**config.mk**
```make
export PLATFORM = sky130hd
export DESIGN_NAME = usb_config_endpoint_selector_unit_flat
export DESIGN_NICKNAME = d
export VERILOG_FILES = /design/src/sv/ucfg_pkg.sv /design/src/sv/ucfg_if.sv /design/src/sv/usb_config_endpoint_selector_unit.sv /design/src/flat_wrapper.sv
export SDC_FILE = /design/constraint.sdc
export NUM_CORES = 1
export LEC_CHECK = 0
export ABC_AREA = 1
export BUFFER_PORTS_ARGS = -buffer_cell sky130_fd_sc_hd__buf_2
export CORE_UTILIZATION = 30
export CTS_BUF_LIST = sky130_fd_sc_hd__clkbuf_8
export DETAILED_ROUTE_END_ITERATION = 12
export PLACE_DENSITY = 0.43
export SYNTH_ARGS = -nofsm -noshare
export SYNTH_HDL_FRONTEND = slang
export SYNTH_SLANG_ARGS = --single-unit
```
**constraint.sdc**
```tcl
create_clock -name i_clk -period 2.5 [get_ports i_clk]
set_input_delay 0.125 -clock i_clk [delete_from_list [all_inputs] [get_ports i_clk]]
set_output_delay 0.125 -clock i_clk [all_outputs]
set_load 0.005 [all_outputs]
```
**src/sv/ucfg_pkg.sv**
```systemverilog
`timescale 1ns / 1ps
// Package for the USB configuration endpoint selector.
// Holds field widths, descriptor type codes and the endpoint address mask.
package ucfg_pkg;

    localparam int BYTE_W = 8;
    localparam int EP_W   = 7;

    localparam logic [BYTE_W-1:0] TYPE_INTERFACE = 8'd4;
    localparam logic [BYTE_W-1:0] TYPE_ENDPOINT  = 8'd5;
    localparam logic [BYTE_W-1:0] EP_ADDR_MASK   = 8'h7F;

    localparam logic [BYTE_W-1:0] OFS_LENGTH    = 8'd0;
    localparam logic [BYTE_W-1:0] OFS_TYPE      = 8'd1;
    localparam logic [BYTE_W-1:0] OFS_INTERFACE = 8'd2;
    localparam logic [BYTE_W-1:0] OFS_ALTERNATE = 8'd3;
    localparam logic [BYTE_W-1:0] OFS_PROTOCOL  = 8'd7;
    localparam logic [BYTE_W-1:0] OFS_EP_ADDR   = 8'd2;

    localparam logic [EP_W-1:0] EP_NONE = 7'd1;

endpackage

```
**src/sv/ucfg_if.sv**
```systemverilog
`timescale 1ns / 1ps
// Request channels of the USB configuration endpoint selector.
// Depends on ucfg_pkg for the field widths.
interface ucfg_in_if;
    logic                        valid;
    logic                        ready;
    logic [ucfg_pkg::BYTE_W-1:0] data_byte;
    logic                        last_byte;

    modport source(output valid, output data_byte, output last_byte, input ready);
    modport sink(input valid, input data_byte, input last_byte, output ready);
endinterface

interface ucfg_out_if;
    logic                        valid;
    logic                        ready;
    logic [ucfg_pkg::BYTE_W-1:0] sel_interface;
    logic [ucfg_pkg::BYTE_W-1:0] sel_alternate;
    logic [ucfg_pkg::EP_W-1:0]   sel_endpoint;
    logic                        malformed;

    modport source(output valid, output sel_interface, output sel_alternate,
                   output sel_endpoint, output malformed, input ready);
    modport sink(input valid, input sel_interface, input sel_alternate,
                 input sel_endpoint, input malformed, output ready);
endinterface

```
**src/sv/usb_config_endpoint_selector_unit.sv**
```systemverilog
`timescale 1ns / 1ps
// USB configuration endpoint selector: one descriptor byte per request.
// A last byte is parsed from the input register into the output register.
// Throughput: one request per cycle, set by the input register feeding the
// combinational parse step; a held result stalls only a following last byte.
// Reset (synchronous, active low) clears the parse state and both stages.
// Depends on ucfg_pkg and the channel interfaces in ucfg_if.
module usb_config_endpoint_selector_unit (
    input  logic       i_clk,
    input  logic       i_rst_n,
    ucfg_in_if.sink    i_req,
    ucfg_out_if.source o_res
);
    import ucfg_pkg::*;

    logic              r_in_valid;
    logic [BYTE_W-1:0] r_in_byte;
    logic              r_in_last;

    logic [BYTE_W-1:0] r_byte_offset, n_byte_offset;
    logic [BYTE_W-1:0] r_desc_length, n_desc_length;
    logic [BYTE_W-1:0] r_desc_type, n_desc_type;
    logic [BYTE_W-1:0] r_cur_interface, n_cur_interface;
    logic [BYTE_W-1:0] r_cur_alternate, n_cur_alternate;
    logic [BYTE_W-1:0] r_cur_protocol, n_cur_protocol;
    logic [BYTE_W-1:0] r_best_protocol, n_best_protocol;
    logic [BYTE_W-1:0] r_best_iface, n_best_iface;
    logic [BYTE_W-1:0] r_best_alt, n_best_alt;
    logic [EP_W-1:0]   r_best_ep, n_best_ep;
    logic              r_bad, n_bad;

    logic              r_out_valid;
    logic [BYTE_W-1:0] r_out_iface;
    logic [BYTE_W-1:0] r_out_alt;
    logic [EP_W-1:0]   r_out_ep;
    logic              r_out_bad;

    logic              advance;
    logic              finish;
    logic [BYTE_W-1:0] next_ofs;

    assign advance     = r_in_valid && (!r_in_last || !r_out_valid || o_res.ready);
    assign finish      = advance && r_in_last;
    assign i_req.ready = !r_in_valid || advance;

    always_comb begin
        n_byte_offset   = r_byte_offset;
        n_desc_length   = r_desc_length;
        n_desc_type     = r_desc_type;
        n_cur_interface = r_cur_interface;
        n_cur_alternate = r_cur_alternate;
        n_cur_protocol  = r_cur_protocol;
        n_best_protocol = r_best_protocol;
        n_best_iface    = r_best_iface;
        n_best_alt      = r_best_alt;
        n_best_ep       = r_best_ep;
        n_bad           = r_bad;
        next_ofs        = r_byte_offset + 8'd1;
        if (!r_bad) begin
            if (r_byte_offset == OFS_LENGTH) begin
                n_desc_length = r_in_byte;
            end else if (r_byte_offset == OFS_TYPE) begin
                n_desc_type = r_in_byte;
            end else if (r_desc_type == TYPE_INTERFACE) begin
                if (r_byte_offset == OFS_INTERFACE) begin
                    n_cur_interface = r_in_byte;
                end else if (r_byte_offset == OFS_ALTERNATE) begin
                    n_cur_alternate = r_in_byte;
                end else if (r_byte_offset == OFS_PROTOCOL) begin
                    n_cur_protocol = r_in_byte;
                end
            end else if (r_desc_type == TYPE_ENDPOINT && r_byte_offset == OFS_EP_ADDR) begin
                if (r_cur_protocol >= r_best_protocol) begin
                    n_best_protocol = r_cur_protocol;
                    n_best_iface    = r_cur_interface;
                    n_best_alt      = r_cur_alternate;
                    n_best_ep       = EP_W'(r_in_byte & EP_ADDR_MASK);
                end
            end
            // A zero length byte stops parsing until the end of the set.
            if (r_byte_offset == OFS_LENGTH && r_in_byte == '0) begin
                n_bad = 1'b1;
            end else begin
                n_byte_offset = (next_ofs == n_desc_length) ? '0 : next_ofs;
            end
        end
    end

    always_ff @(posedge i_clk) begin
        if (!i_rst_n) begin
            r_in_valid      <= 1'b0;
            r_out_valid     <= 1'b0;
            r_byte_offset   <= '0;
            r_desc_length   <= '0;
            r_desc_type     <= '0;
            r_cur_interface <= '0;
            r_cur_alternate <= '0;
            r_cur_protocol  <= '0;
            r_best_protocol <= '0;
            r_best_iface    <= '0;
            r_best_alt      <= '0;
            r_best_ep       <= EP_NONE;
            r_bad           <= 1'b0;
        end else begin
            if (i_req.valid && i_req.ready) begin
                r_in_valid <= 1'b1;
            end else if (advance) begin
                r_in_valid <= 1'b0;
            end
            if (finish) begin
                r_out_valid <= 1'b1;
            end else if (o_res.ready) begin
                r_out_valid <= 1'b0;
            end
            if (finish) begin
                r_byte_offset   <= '0;
                r_desc_length   <= '0;
                r_desc_type     <= '0;
                r_cur_interface <= '0;
                r_cur_alternate <= '0;
                r_cur_protocol  <= '0;
                r_best_protocol <= '0;
                r_best_iface    <= '0;
                r_best_alt      <= '0;
                r_best_ep       <= EP_NONE;
                r_bad           <= 1'b0;
            end else if (advance) begin
                r_byte_offset   <= n_byte_offset;
                r_desc_length   <= n_desc_length;
                r_desc_type     <= n_desc_type;
                r_cur_interface <= n_cur_interface;
                r_cur_alternate <= n_cur_alternate;
                r_cur_protocol  <= n_cur_protocol;
                r_best_protocol <= n_best_protocol;
                r_best_iface    <= n_best_iface;
                r_best_alt      <= n_best_alt;
                r_best_ep       <= n_best_ep;
                r_bad           <= n_bad;
            end
        end
    end

    always_ff @(posedge i_clk) begin
        if (i_req.valid && i_req.ready) begin
            r_in_byte <= i_req.data_byte;
            r_in_last <= i_req.last_byte;
        end
        if (finish) begin
            r_out_iface <= n_best_iface;
            r_out_alt   <= n_best_alt;
            r_out_ep    <= n_best_ep;
            r_out_bad   <= n_bad;
        end
    end

    assign o_res.valid         = r_out_valid;
    assign o_res.sel_interface = r_out_iface;
    assign o_res.sel_alternate = r_out_alt;
    assign o_res.sel_endpoint  = r_out_ep;
    assign o_res.malformed     = r_out_bad;

`ifndef NO_ASSERTIONS
    a_finish_gives_result: assert property (@(posedge i_clk) disable iff (!i_rst_n)
        finish |=> r_out_valid)
        else $error("finished set did not produce a result");

    a_finish_clears_state: assert property (@(posedge i_clk) disable iff (!i_rst_n)
        finish |=> (r_byte_offset == '0 && !r_bad && r_best_ep == EP_NONE))
        else $error("parse state not cleared after the last byte");

    a_bad_holds_offset: assert property (@(posedge i_clk) disable iff (!i_rst_n)
        (r_bad && !finish) |=> $stable(r_byte_offset) && r_bad)
        else $error("parsing moved after a malformed length");

    a_stall_cause: assert property (@(posedge i_clk) disable iff (!i_rst_n)
        !i_req.ready |-> (r_in_valid && r_in_last && r_out_valid && !o_res.ready))
        else $error("input stalled without a blocked result");
`endif

endmodule
```
**src/flat_wrapper.sv**
```systemverilog
// flat-port wrapper written by rule: the top's interface ports become plain ports
module usb_config_endpoint_selector_unit_flat import ucfg_pkg::*;
  (i_clk, i_rst_n, i_req_valid, i_req_data_byte, i_req_last_byte, i_req_ready, o_res_valid, o_res_sel_interface, o_res_sel_alternate, o_res_sel_endpoint, o_res_malformed, o_res_ready);
  ucfg_in_if i_req_i ();
  ucfg_out_if o_res_i ();
  input  logic i_clk;
  input  logic i_rst_n;
  input wire logic [$bits(i_req_i.valid)-1:0] i_req_valid;
  input wire logic [$bits(i_req_i.data_byte)-1:0] i_req_data_byte;
  input wire logic [$bits(i_req_i.last_byte)-1:0] i_req_last_byte;
  output wire logic [$bits(i_req_i.ready)-1:0] i_req_ready;
  output wire logic [$bits(o_res_i.valid)-1:0] o_res_valid;
  output wire logic [$bits(o_res_i.sel_interface)-1:0] o_res_sel_interface;
  output wire logic [$bits(o_res_i.sel_alternate)-1:0] o_res_sel_alternate;
  output wire logic [$bits(o_res_i.sel_endpoint)-1:0] o_res_sel_endpoint;
  output wire logic [$bits(o_res_i.malformed)-1:0] o_res_malformed;
  input wire logic [$bits(o_res_i.ready)-1:0] o_res_ready;
  assign i_req_i.valid = i_req_valid;
  assign i_req_i.data_byte = i_req_data_byte;
  assign i_req_i.last_byte = i_req_last_byte;
  assign i_req_ready = i_req_i.ready;
  assign o_res_valid = o_res_i.valid;
  assign o_res_sel_interface = o_res_i.sel_interface;
  assign o_res_sel_alternate = o_res_i.sel_alternate;
  assign o_res_sel_endpoint = o_res_i.sel_endpoint;
  assign o_res_malformed = o_res_i.malformed;
  assign o_res_i.ready = o_res_ready;
  usb_config_endpoint_selector_unit u_core (.i_clk(i_clk), .i_rst_n(i_rst_n), .i_req(i_req_i), .o_res(o_res_i));
endmodule
```
==> flow_metrics.py <==
metrics = {
    "outcome": {
        "outcome": "finished, final reports clean",
    },
    "placed_design": {
        "io_buffers": 38,
        "dp_hpwl_um": 8990,
        "pre_cts_slack_ps": 224,
        "gp_congestion": 0.797,
    },
    "worst_hold_path": {
        "hold_depth": 4,
        "hp-class": "primary input to register",
        "hold_start": "o_res_ready",
    },
    "route": {
        "dr_total_vias": 4371,
        "first_pass_iters": 4,
        "drt-total-wl_um": 13100,
        "ant_nets": 0,
        "viasPerCell": 4.51,
        "routedWlPerCell_um": 13.5,
        "drc": 0,
        "drt_iter0_drc": 219,
    },
    "yosys": {
        "synthCells": 672,
        "synth_area_leader_cell": "dfxtp_1",
        "synth_fp_nets": 697,
        "synth_edf_count": 33,
        "synthDistinctLibCells": 40,
        "ys_ff_latch": 115,
        "synth_area_leaders": "dfxtp_1, edfxtp_1, nand2_1, inv_1, nor2_1",
        "synth_top_area_share_pct": 30.5,
        "syn_avg_cell_area_um2": 8.01,
        "synth_async_sr_flop_share_pct": 0,
        "syn_area_um2": 5380,
        "ys_seq_area_share_pct": 48.9,
        "synth_flop_cell": "dfxtp_1",
        "ys.warnings.count": 0,
    },
    "setup_path": {
        "critPathLaunch": "u_core.r_byte_offset[0]$_SDFFE_PP0P_",
        "end_kind": "register",
        "cpPeakStageDelay_ps": 410,
        "crit_required_ps": 2880,
        "r2r_setup_slack_ps": 270,
        "path_cells": "inv_1 -> ha_1 -> nand2_4 -> inv_2 -> nand2_4 -> nand2_2 -> nor3_2 -> nand2_2 -> inv_6 -> buf_4 -> nand2_1 -> nand3_1 -> nand2_1 -> inv_1",
        "cp_top_family": "simple AND/OR/NAND/NOR gates",
        "arrival_ps": 2610,
        "cp_max_fo": 19,
        "cp.buffers_inverters": 5,
        "crit_type": "register to register",
        "r2r_start": "u_core.r_byte_offset[0]$_SDFFE_PP0P_",
        "crit_cells": 14,
        "r2r_cells": 14,
        "startpoint_type": "register",
        "slowest_stage": "dfxtp_1",
    },
    "timing": {
        "rsz0062_at_grt": "false",
        "slew_headroom_pct": 70.4,
        "finalHoldViolations": 0,
        "finClkSkew_ps": 12.3,
        "setup_viol": 0,
        "tns_ps": 0,
        "max_freq_mhz": 449,
        "fin_crit_sh_pct": 89.0,
        "finalWorstSetupSlack_ps": 275,
        "worst_pin_slew_ps": 444,
        "hold_slack_ps": 65.8,
        "final_max_slew_viol_count": 0,
        "fin_crit_ps": 2230,
    },
    "layout": {
        "diodes": 0,
        "drive_gt1_share_pct": 16.0,
        "fillers": 1808,
        "final_common_cell": "nand2_1",
        "fin_util_pct": 36.6,
        "layout.nets": 757,
        "most-common-layout-cells": "nand2_1, inv_1, nor2_1",
        "syn_to_final_growth_pct": 18.4,
    },
    "clock_tree": {
        "clockBufferDepth": 2,
        "clk_pin_slew_ps": 70,
        "cts_sinks": 115,
        "cts_root_buffer": "clkbuf_8",
        "clock_latency_ps": 430,
        "cts_buffers": 17,
        "tritoncts": "built",
        "htreeDepth": 4,
    },
    "die": {
        "pin_count": 39,
        "initial_core_util_pct": 30.9,
        "rows": 48,
        "die_area_um2": 18500,
        "core-area_um2": 17400,
        "die_w_um": 136,
        "die_y_um": 136,
    },
    "global_routing": {
        "grt_antenna_before_repair": 0,
        "grt_max_degree": 36,
        "grt_pass1_vias": 4286,
        "grt-ovfl-total": 0,
        "grt_use_total_pct": 15.5,
        "grt_pass1_wl_um": 21600,
    },
    "pwr": {
        "cellLeakagePower_nw": 2.90,
        "power-per-cell-area_nw_per_um2": 640,
        "ir_drop_mv": 0.323,
        "power_mw": 4.08,
    },
    "run": {
        "drv_cap": 0,
    },
}
-- area by class of cell --
cell class / count / area (µm²) / share of cell area (%)
Clock inverter: 14 / 145 / 2.28
Sequential cell: 115 / 2630 / 41.3
Clock buffer: 18 / 248 / 3.89
Inverter: 95 / 364 / 5.71
Tap cell: 225 / 282 / 4.42
Multi-Input combinational cell: 437 / 2240 / 35.1
Timing Repair Buffer: 66 / 465 / 7.30
-- per-stage QoR --
stage	instances	cell area (µm²)
after floorplan	672	5380
after global placement	924	5820
after detailed placement	924	5820
final	970	6380
after global routing	970	6380
after CTS	967	6330
-- where the power goes --
group | internal (mW) | leakage, nW | switching (mW)
logic | 0.120 | 1.72 | 0.193
registers | 1.97 | 0.974 | 0.0383
clock network | 0.988 | 0.199 | 0.773
-- sequential cells by signal, indices dropped and copies added (netlist names), 7 cells and up --
signal / flops
u_core.r_cur_interface: 8
u_core.r_desc_length: 8
u_core.r_best_alt: 8
u_core.r_best_ep: 7
u_core.o_res.sel_alternate: 8
u_core.r_byte_offset: 8
u_core.r_desc_type: 8
u_core.r_cur_protocol: 8
u_core.o_res.sel_interface: 8
u_core.r_best_iface: 8
u_core.o_res.sel_endpoint: 7
u_core.r_best_protocol: 8
u_core.r_cur_alternate: 8
u_core.r_in_byte: 8
-- synthesized netlist by cell type (2+ instances only) --
| master | number |
|---|---|
| nand2_2 | 16 |
| clkbuf_1 | 8 |
| nor4_1 | 2 |
| edfxtp_1 | 33 |
| o21ai_1 | 12 |
| nor2_1 | 90 |
| nor3_1 | 2 |
| inv_4 | 2 |
| a21oi_1 | 24 |
| ha_1 | 12 |
| buf_4 | 2 |
| o21ai_0 | 23 |
| buf_2 | 9 |
| nand2_1 | 154 |
| o211ai_1 | 6 |
| buf_6 | 5 |
| nand2_4 | 3 |
| nand4_1 | 8 |
| nand3_1 | 40 |
| inv_1 | 91 |
| dfxtp_1 | 82 |
| a211oi_1 | 22 |
| nor2_4 | 5 |
| o21ai_2 | 3 |
| a211oi_2 | 2 |
| nor3_2 | 2 |
-- routing by layer --
| metal | track usage (%) | vias to the layer above | part of all wire [%] |
|---|---|---|---|
| met4 | 6.30 | 0 | 0.99 |
| met1 | 19.4 | 2013 | 48 |
| met3 | 3.88 | 8 | 3.2 |
| met2 | 25.4 | 64 | 48 |
| met5 | 0 | - | 0 |
| li1 | - | 2286 | - |
-- cells by family after synthesis --
family | after synthesis | synth area share, %
flops | 115 | 48.9
compound gates | 95 | 10.8
simple gates | 329 | 27.9
fa+ha+maj | 12 | 2.79
xor+xnor | 1 | 0.163
buf+inv | 120 | 9.50
-- worst reg2reg max path, delay by kind of cell (launching register included) --
family / cells / cell delay [ps]
AND/OR/NAND/NOR: 8 / 850
flip-flops: 1 / 410
buffers and inverters: 5 / 640
adder cells (fa/ha/maj): 1 / 270
-- final timing paths --
| path | endpoint |
|---|---|
| worst max-delay path | u_core.r_best_ep[2]$_SDFFE_PP0P_ |
| worst min-delay path | u_core.o_res.valid$_SDFFE_PN0P_ |
| worst max register to register | u_core.r_best_ep[2]$_SDFFE_PP0P_ |
| worst min register to register | u_core.r_best_ep[0]$_SDFFE_PP1P_ |
-- repair_timing --
action,CTS,global route
hold buffers,11,0
endpoints found under the hold margin,11,0
resized for setup,0,1
buffers inserted,0,3
endpoints found under the setup margin,0,13
(Power assumes the default switching activity.)
